## src/hdl/pwhr_pkg.sv

```systemverilog
// Package of constants, types and the axis mapping for the pulse width to report block.
`default_nettype none

package pwhr_pkg;

	// Pulse width window that maps onto the axis byte, in microseconds.
	localparam logic [15:0] AXIS_LOW         = 16'd732;
	localparam logic [15:0] AXIS_HIGH        = 16'd2267;
	localparam logic [15:0] AXIS_STEP        = 16'd6;
	localparam logic [15:0] BUTTON_THRESHOLD = 16'd1500;

	// Width of the clamped offset and the reciprocal of the step, scaled by 2^18.
	localparam int          AXIS_OFS_W  = 11;
	localparam int          RECIP_SHIFT = 18;
	localparam int          PROD_W      = AXIS_OFS_W + 16;
	localparam logic [15:0] AXIS_RECIP  = 16'(((1 << RECIP_SHIFT) + 16'd5) / 6);

	localparam int NUM_AXES   = 4;
	localparam int REPORT_MAX = 6;

	localparam logic [7:0] REPORT_ID_A = 8'd1;
	localparam logic [7:0] REPORT_ID_B = 8'd2;

	localparam logic [2:0] LEN_NONE = 3'd0;
	localparam logic [2:0] LEN_A    = 3'd5;
	localparam logic [2:0] LEN_B    = 3'd6;

	typedef logic [2:0]  byte_idx_t;
	typedef logic [7:0]  report_byte_t;
	typedef logic [15:0] pulse_t;

	// Clamps a pulse width to the window and divides its offset by six.
	// The offset is below 1536, so the scaled reciprocal gives the exact quotient.
	function automatic report_byte_t axis_byte(input pulse_t w);
		logic [AXIS_OFS_W-1:0] ofs;
		logic [PROD_W-1:0]     prod;
		if (w < AXIS_LOW) begin
			ofs = '0;
		end else if (w > AXIS_HIGH) begin
			ofs = AXIS_OFS_W'(AXIS_HIGH - AXIS_LOW);
		end else begin
			ofs = AXIS_OFS_W'(w - AXIS_LOW);
		end
		prod = PROD_W'(ofs) * PROD_W'(AXIS_RECIP);
		return prod[RECIP_SHIFT +: 8];
	endfunction

endpackage

`default_nettype wire

```

## src/hdl/pulse_width_to_hid_report_top.sv

```systemverilog
// Top level: turns a pulse width snapshot into a joystick report emitted byte by byte.
`default_nettype none

// Each accepted transaction carries a report id and eight pulse widths. The id is
// resolved and registered on acceptance (zero rotates between reports 1 and 2), the
// report is built in one pass and loaded into a six byte buffer, and the buffer is
// sent out one byte per cycle while out_stall is low. Report 1 has 5 bytes, report 2
// has 6, and an unknown id produces no bytes and leaves the input stage in the first
// cycle in which the report buffer is free. The output byte serialiser sets the rate:
// the input register takes the next transaction while the current report is still
// being sent and hands it over in the cycle of the last byte.
module pulse_width_to_hid_report_top
	import pwhr_pkg::*;
(
	input  wire logic         clk,
	input  wire logic         arst_n,

	input  wire logic         in_valid,
	output logic              in_stall,
	input  wire logic [7:0]   request_id,
	input  wire logic [15:0]  channel_0,
	input  wire logic [15:0]  channel_1,
	input  wire logic [15:0]  channel_2,
	input  wire logic [15:0]  channel_3,
	input  wire logic [15:0]  channel_4,
	input  wire logic [15:0]  channel_5,
	input  wire logic [15:0]  channel_6,
	input  wire logic [15:0]  channel_7,

	output logic              out_valid,
	input  wire logic         out_stall,
	output logic [7:0]        report_byte,
	output logic              last_byte
);

	logic         cur_id_lsb;
	logic [7:0]   cur_id_val_q;
	logic [7:0]   next_id;
	logic         in_accept;

	logic         valid_s1;
	logic [7:0]   id_s1;
	pulse_t       chan_s1 [8];

	logic         valid_s2;
	report_byte_t buf_s2 [REPORT_MAX];
	byte_idx_t    len_s2;
	byte_idx_t    idx_q;

	logic         out_done;
	logic         s2_free;
	logic         s1_move;
	byte_idx_t    len_new;
	report_byte_t bytes_new [REPORT_MAX];
	report_byte_t buttons;
	logic         pick_b;

	// Only the low bit of the stored id matters to the rotation rule: an even id
	// leads to report 1 and an odd id to report 2.
	assign cur_id_lsb = cur_id_val_q[0];
	assign next_id    = (request_id != 8'd0) ? request_id : {7'd0, cur_id_lsb} + 8'd1;

	assign out_valid   = valid_s2;
	assign report_byte = buf_s2[idx_q];
	assign last_byte   = (idx_q == len_s2 - 3'd1);
	assign out_done    = valid_s2 && !out_stall && last_byte;
	assign s2_free     = !valid_s2 || out_done;
	assign s1_move     = valid_s1 && s2_free;
	assign in_stall    = valid_s1 && !s2_free;
	assign in_accept   = in_valid && !in_stall;

	always_ff @(posedge clk or negedge arst_n) begin
		if (!arst_n) begin
			cur_id_val_q <= 8'd0;
		end else if (in_accept) begin
			cur_id_val_q <= next_id;
		end
	end

	// Input register.
	always_ff @(posedge clk or negedge arst_n) begin
		if (!arst_n) begin
			valid_s1 <= 1'b0;
		end else if (in_accept) begin
			valid_s1 <= 1'b1;
		end else if (s1_move) begin
			valid_s1 <= 1'b0;
		end
	end

	always_ff @(posedge clk) begin
		if (in_accept) begin
			id_s1      <= next_id;
			chan_s1[0] <= channel_0;
			chan_s1[1] <= channel_1;
			chan_s1[2] <= channel_2;
			chan_s1[3] <= channel_3;
			chan_s1[4] <= channel_4;
			chan_s1[5] <= channel_5;
			chan_s1[6] <= channel_6;
			chan_s1[7] <= channel_7;
		end
	end

	// Report assembly: the axis channels are chosen first so that only four
	// clamp and divide units are needed.
	always_comb begin
		pick_b  = (id_s1 == REPORT_ID_B);
		buttons = '0;
		for (int i = 0; i < 8; i++) begin
			buttons[i] = (chan_s1[i] > BUTTON_THRESHOLD);
		end
		bytes_new[0] = id_s1;
		for (int i = 0; i < NUM_AXES; i++) begin
			bytes_new[i + 1] = axis_byte(pick_b ? chan_s1[i + NUM_AXES] : chan_s1[i]);
		end
		bytes_new[REPORT_MAX - 1] = buttons;
		if (id_s1 == REPORT_ID_A) begin
			len_new = LEN_A;
		end else if (pick_b) begin
			len_new = LEN_B;
		end else begin
			len_new = LEN_NONE;
		end
	end

	// Report buffer and byte serialiser.
	always_ff @(posedge clk or negedge arst_n) begin
		if (!arst_n) begin
			valid_s2 <= 1'b0;
			idx_q    <= '0;
			len_s2   <= LEN_NONE;
		end else if (s2_free) begin
			valid_s2 <= s1_move && (len_new != LEN_NONE);
			idx_q    <= '0;
			len_s2   <= len_new;
		end else if (!out_stall) begin
			idx_q <= idx_q + 3'd1;
		end
	end

	always_ff @(posedge clk) begin
		if (s1_move && s2_free) begin
			for (int i = 0; i < REPORT_MAX; i++) begin
				buf_s2[i] <= bytes_new[i];
			end
		end
	end

endmodule

`default_nettype wire

```

## config.mk

```make
export PLATFORM = sky130hd
export DESIGN_NAME = pulse_width_to_hid_report_top
export DESIGN_NICKNAME = d
export VERILOG_FILES = /design/src/hdl/pwhr_pkg.sv /design/src/hdl/pulse_width_to_hid_report_top.sv
export SDC_FILE = /design/constraint.sdc
export NUM_CORES = 1
export LEC_CHECK = 0
export BUFFER_PORTS_ARGS = -buffer_cell sky130_fd_sc_hd__buf_2
export CELL_PAD_IN_SITES_DETAIL_PLACEMENT = 0
export CELL_PAD_IN_SITES_GLOBAL_PLACEMENT = 1
export CORE_ASPECT_RATIO = 1.25
export CORE_MARGIN = 5
export CORE_UTILIZATION = 45
export CTS_CLUSTER_SIZE = 30
export DETAILED_ROUTE_END_ITERATION = 8
export GPL_TIMING_DRIVEN = 1
export PLACE_DENSITY_LB_ADDON = 0.1
export RECOVER_POWER = 100
export SYNTH_ARGS = -nofsm -noshare
export SYNTH_HDL_FRONTEND = slang
export SYNTH_SLANG_ARGS = --single-unit
```

## constraint.sdc

```tcl
create_clock -name clk -period 8.05 [get_ports clk]
set_input_delay 0 -clock clk [delete_from_list [all_inputs] [get_ports clk]]
set_output_delay 0 -clock clk [all_outputs]
set_load 0.01 [all_outputs]
```

==> impl_results.md, run 1 <==
- Clk pwr share: about a fifth
- DRT Pass-1 Iters: 5
- Fillers: between 3,000 and 4,000
- Crit path largest cell delay: approximately 0.60 ns
- CP max stage cell: or4_4
- Sequential fraction of design power: between 30% and 40%
- Average instance area after synthesis: 10.7 um^2
- Multi-input gate area: 11,900 um^2
- Max Fclk: roughly 0.13 GHz
- Most frequent cell after synthesis: inv_1
- Synthesis Warnings: 0
- Die height: 238 um
- Clock Pin Slew Worst Setup and Hold Paths: roughly 0.090 ns
- Unrepaired setup endpoints after global routing: yes
- Power Dens Cells: approximately 210 nW/um^2
- Routability cong.: around 0.9
- Count of final setup violators: 0
- DR vias/cell: 5.12
- Fin worst setup slack: 0.326 ns
- Crit Path Class: flop to flop
- Placed wire-length estimate: 37,900 um
- Post-Place Cell Area: 20,700 um^2
- Actual slew at the worst max-slew pin: 1.12 ns
- Worst skew pair latency: ~0.47 ns
- Root Buffer Master: clkbuf_16
- Initial antenna violation count: 1
- Top_reg_cell synth: edfxtp_1
- CP Depth: 31
- Min Tclk post-route: slightly below 8 ns
- Hold Crit Class: input pin to flop
- Netlist cell types: 79
- Post-Syn Instances: roughly 1,700
- Count of buffers from port buffering: 150
- Die W: about 190 um
- Sum Neg Setup Slack: 0 ns
- DRC viols: 0
- CP Launch Type: flop
- Int Pwr: 2.95 mW
- Number of global-route vias before repair: ~15,000
- Synth area leader: edfxtp_1
- Status: complete, no violations
- Largest cells by area after synthesis: edfxtp_1, ha_1, fa_1, inv_1, xnor2_1
- Drt wl/cell: roughly 18 um
- Core area: 41,100 um^2
- Dpl ws: -0.334 ns
- Sink Count: 193
- # rows: 83
- Synthesized flop and latch total: slightly below 200
- Hold Crit Depth: 2
- Via count: roughly 14,000
- Nets@finish: around 2,700
- Global-route wire length before repair: approximately 76,000 um
- Gr ovfl total: 0
- Static leakage power: 10.8 nW
- Crit path max-delay family: adder cells
- Final std cell area, no fill: 23,300 um^2
- Gr usage total: 21.1%
- Max FO, Critical Path: 4
- CP required: 8.26 ns
- Sum of buffers and inverters on the critical path: 6
- Synth top cells by count: inv_1, ha_1, edfxtp_1
- Reg area: 5750 um^2
- Max clock buf depth: 2
- Crit share post-route: 96.0%
- WP data arrival: between 7 and 8 ns
- Largest net degree at the start of global routing: 74
- Num CTS Buffers: 17
- Number of synthesized flops with an enable pin: 184
- Endpoint class of the critical path: flop
- Syn Nets: between 2,000 and 2,500
- H-Tree Depth: 4
- Worst slew margin: 25.3%
- Slew Viols, Final: 0
- Die area: roughly 46,000 um^2
- Drt initial violations: between 600 and 700
- Post-Layout Cell Count: between 2,000 and 3,000
- Gate power share: 51.2%
- Max rail drop VDD: around 0.00017 V
- Clk_skew: approximately 0.011 ns
- CTS tree: done
- Sw frac: approximately two fifths
- Placed insts: between 2,000 and 3,000
- Register area share after synthesis: 30.8%
- Max_cap viols: 0
- Asr flop ratio synth: 4.66%
- Psw: ~2.0 mW
- Cell Area, Synth: 18,700 um^2
- Initial Util: a little under half
- Hold Worst Slack: between 0.2 and 0.25 ns
- Final WL: between 40,000 and 50,000 um
- Synth top area share: just under 30%
- I/O pin cnt: roughly 150
- Area Overhead vs Synth: 24.5%
- Worst R2R Path Depth: 31
- Final ANT Viol Nets: 0
- Share of layout cells above drive strength 1: around 17%
- Hold Violations, Final: 0
[cells in the final DEF (no fill, tap or decap), types with 6 or more instances in the layout]
cell type / n
o21bai_1: 9
or3_1: 12
mux2i_1: 24
nor3_1: 11
nand2b_1: 16
clkbuf_1: 13
nand4_1: 19
a21oi_2: 15
mux4_2: 8
dlygate4sd3_1: 141
xor2_1: 42
nand3_1: 22
a211o_1: 7
nand2_2: 6
o211ai_1: 11
o2111ai_1: 8
a21oi_1: 72
buf_4: 98
nand2_1: 87
a21o_1: 32
clkbuf_16: 17
a31oi_1: 17
dfrtp_1: 9
a41o_1: 7
buf_2: 138
o21ai_0: 27
nor2b_1: 8
o21ai_1: 19
xnor2_1: 53
fa_1: 144
ha_1: 293
or4_1: 8
edfxtp_1: 184
nor2_1: 58
inv_1: 346
o21a_1: 10
clkinv_8: 9
[flip-flops by register name (all words and copies together) (netlist names)]
name and count:
id_s1 8, out_valid 1, buf_s2 48, len_s2 3
idx_q 3, valid_s1 1, chan_s1 128, cur_id_val_q 1
[cell families (layout without fill, tap and decap cells)]
family	after synthesis	in the layout	share of synthesized area (%)
AOI/OAI and AO/OA	302	303	10.9
xor gates and xnor gates	95	95	4.45
adders and majority gates	446	446	35.7
buffers and inverters	382	775	7.78
DFF	193	193	30.8
muxes	36	36	2.48
other	0	2	0
and+or+nand+nor	291	291	7.95
[worst paths after layout]
kind | from | end | slack [ns]
worst max-delay path | id_s1[3] | buf_s2[1][7] | 0.33
worst min-delay path | channel_5[14] | chan_s1[1][30] | 0.24
worst max register to register | id_s1[3] | buf_s2[1][7] | 0.33
worst min register to register | valid_s1 | out_valid | 0.51
max in group asynchronous | arst_n | cur_id_val_q[0] | 7.13
min in group asynchronous | arst_n | out_valid | 0.57
[through the flow]
stage                     power [mW]  util (%)
final                           4.92      56.6
after global routing            5.39      56.6
after CTS                       4.91      55.6
after detailed placement        3.90      50.3
after global placement          3.86      50.3
after floorplan                 3.20         -
[final cells by class]
class / count / area share (%)
Timing Repair Buffer: 393 / 12.6
Clock inverter: 15 / 0.962
Sequential cell: 193 / 24.7
Clock buffer: 17 / 1.83
Antenna cell: 2 / 0.0215
Inverter: 350 / 5.66
Multi-Input combinational cell: 1171 / 51.3
Tap cell: 552 / 2.97
[power groups by stage]
stage | sequential, mW | combinational (mW) | clock (mW)
finish | 1.48 | 2.52 | 0.920
global route | 1.50 | 2.90 | 0.988
CTS | 1.48 | 2.48 | 0.947
detailed placement | 1.50 | 2.40 | 0
global placement | 1.50 | 2.36 | 0
floorplan | 1.44 | 1.76 | 0
[per-layer routing]
layer	up-vias	track usage [%]	wire [um]
li1	6823	-	-
met1	6666	28.0	20900
met2	243	37.1	24100
met3	49	2.36	1580
met4	0	5.21	858
met5	-	0	0
[what timing repair did]
item,4_1_cts,5_1_grt
gates resized for setup,19,70
pin swaps,5,26
hold buffers,141,0
hold endpoints to repair,151,0
endpoints found under the setup margin,15,27
setup buffers,3,12
cloned,0,1
(Power assumes the default switching activity.)
==> inputs of run 2 (changes only) <==
--- a/config.mk
+++ b/config.mk
@@ -9,7 +9,7 @@
 export CELL_PAD_IN_SITES_DETAIL_PLACEMENT = 0
 export CELL_PAD_IN_SITES_GLOBAL_PLACEMENT = 1
 export CORE_ASPECT_RATIO = 1.25
-export CORE_MARGIN = 5
+export CORE_MARGIN = 2
 export CORE_UTILIZATION = 45
 export CTS_CLUSTER_SIZE = 30
 export DETAILED_ROUTE_END_ITERATION = 8
==> run 2 against run 1 <==
Sequential share of layout area rose by 0.20 points. Clock power decreased by 8.0%. Count of clock-buffer cells in the layout unchanged. Via count grew 0.28%. Register-to-register slack got worse by 0.03 ns. Global-route usage up 1.2 points. Critical endpoint unchanged. Largest cell class unchanged.
==> impl_results.md, run 2 (synthesis gave the netlist of run 1 again) <==
- CP max stage cell: or4b_4
- I/O pin cnt: 151 (unchanged)
- Die area: 43,200 um^2 (-5.6%)
- CTS tree: done
- CP required: 8.24 ns (-0.02 ns)
- Unrepaired setup endpoints after global routing: yes
- Crit path top cell by count: inv_1
- Largest register FFs: 128 (unchanged)
- Final std cell area, no fill: 23,100 um^2 (-0.81%)
- Worst skew pair latency: 0.46 ns (about the same)
- Initial Util: 45.6% (+0.12 points)
- Num CTS Buffers: 17 (unchanged)
- Max FO, Critical Path: 6 (+2)
- Gr usage total: 22.3% (+1.2 points)
- Actual slew at the worst max-slew pin: 1.13 ns (+0.00595 ns)
- Final WL: 47,500 um (about the same)
- Slew Viols, Final: 0 (unchanged)
- Most common cell after layout, fill and taps aside: inv_1
- Die W: 186 um (-3.1%)
- Sum Neg Setup Slack: 0 ns (unchanged)
- Initial antenna violation count: 0 (-1)
- CP Launch Type: flop
- Final ANT Viol Nets: 0 (unchanged)
- Max Fclk: 0.129 GHz (-0.36%)
- Grt peak-use layer: met2
- Drt wl/cell: 17.7 um (+0.63%)
- Die height: 232 um (-2.5%)
- Sink Count: 193 (unchanged)
- Top flop regs: chan_s1 x128, buf_s2 x48, id_s1 x8
- Via count: 13,820 (+0.28%)
- Share of layout cells above drive strength 1: 17.2% (-0.27 points)
- Placed wire-length estimate: 37,800 um (about the same)
- DRT Pass-1 Iters: 5 (unchanged)
- Core area: 41,000 um^2 (-0.25%)
- Clk_skew: 0.0158 ns (+0.00483 ns)
- Global-route wire length before repair: 75,100 um (-1.9%)
- Max clock buf depth: 2 (unchanged)
- Root Buffer Master: clkbuf_16
- H-Tree Depth: 4 (unchanged)
- Min Tclk post-route: 7.75 ns (+0.0280 ns)
- Hold Violations, Final: 0 (unchanged)
- Count of buffers from port buffering: 150 (unchanged)
- WP data arrival: 7.95 ns (about the same)
- Max_cap viols: 0 (unchanged)
- Gr ovfl total: 0 (unchanged)
- # rows: 83 (unchanged)
- Max rail drop VDD: 0.000236 V (+41%)
- Status: complete, no violations
- Met2 usage: 41.3% (+4.3 points)
- Clock Pin Slew Worst Setup and Hold Paths: 0.08 ns (about the same)
- DRC viols: 0 (unchanged)
- Count of final setup violators: 0 (unchanged)
- Area Overhead vs Synth: 23.5%
- GR Util met3: 3.19% (+0.83 points)
- Drt initial violations: 645 (+3.9%)
- Number of global-route vias before repair: 14,486 (-1.6%)
- Power Dens Cells: 210 nW/um^2 (-0.47%)
- Hold Crit Class: input pin to flop
- Largest net degree at the start of global routing: 73 (-1.4%)
- Static leakage power: 10.7 nW (-1.0%)
- Crit share post-route: 96.3% (+0.35 points)
- Met1 GRT Util: 27.0% (-0.98 points)
- Endpoint class of the critical path: flop
- Post-Place Cell Area: 20,500 um^2 (-0.74%)
- Crit path largest cell delay: 0.59 ns (about the same)
- DR vias/cell: 5.17 (+0.96%)
- Routability cong.: 0.882 (-3.3%)
- Largest Register: chan_s1
- Worst slew margin: 24.9% (-0.40 points)
- Commonest non-fill, non-tap cells in the layout: inv_1, ha_1, edfxtp_1
- Nets@finish: 2,693 (-0.70%)
- Crit Path Class: flop to flop
[run 2: critical path: cells and delay by family, from the launching register on]
kind / cells / cell delay (ns)
compound gates: 10 / 2.15
xor+xnor: 1 / 0.13
fa+ha+maj: 7 / 2.85
buf+inv: 6 / 0.45
flops: 1 / 0.40
simple gates: 5 / 1.48
[run 2: power by group]
part,internal (mW),switching [mW]
combinational,1.13,1.40
clock,0.411,0.435
sequential,1.36,0.121
total,2.90,1.95
[run 2: final timing paths]
kind                                    from         endpoint  cells past startpoint  slack (ns)
worst max-delay path                id_s1[0]     buf_s2[1][7]                     29        0.30
worst min-delay path            channel_7[8]   chan_s1[1][56]                      2        0.25
worst max register to register      id_s1[0]     buf_s2[1][7]                     29        0.30
worst min register to register      valid_s1        out_valid                      2        0.51
max in group asynchronous             arst_n        len_s2[0]                      3        7.21
min in group asynchronous             arst_n  cur_id_val_q[0]                      3        0.54
[run 2: layout make-up]
| type | count | area [um^2] |
|---|---|---|
| multi-input combinational | 1173 | 12000 |
| clock buffer | 17 | 425 |
| clock inverter | 15 | 149 |
| sequential | 193 | 5750 |
| tap | 552 | 691 |
| inverter | 350 | 1320 |
| timing repair buffer | 372 | 2800 |
| fill | 3592 | 17900 |
| antenna | 3 | 7.51 |
[run 2: timing repair]
action,in CTS,in global routing
setup endpoints to repair,5,28
pin swaps,1,30
hold endpoints to repair,151,0
hold buffers,141,0
gates cloned,0,4
setup buffers,2,13
gates resized for setup,10,86
[run 2: metrics by stage]
step / worst slack, ns / std cells / hold slack [ns] / util [%] / total power [mW]
4_1_cts: 0.00327 / 2655 / 0.218 / 55.0 / 4.80
5_1_grt: -0.0322 / 2672 / 0.231 / 56.3 / 5.29
3_3_place_gp: -0.276 / 2480 / -0.132 / 50.0 / 3.85
3_5_place_dp: -0.243 / 2480 / -0.129 / 50.0 / 3.87
6_report: 0.298 / 2675 / 0.247 / 56.3 / 4.86
2_1_floorplan: -0.0117 / 1745 / -0.296 / - / 3.20
[run 2: routing by layer]
layer  part of all wire, %  vias up
li1                      -     6778
met3                   3.2       43
met1                    42     6740
met5                     0        -
met4                   1.5        0
met2                    53      259
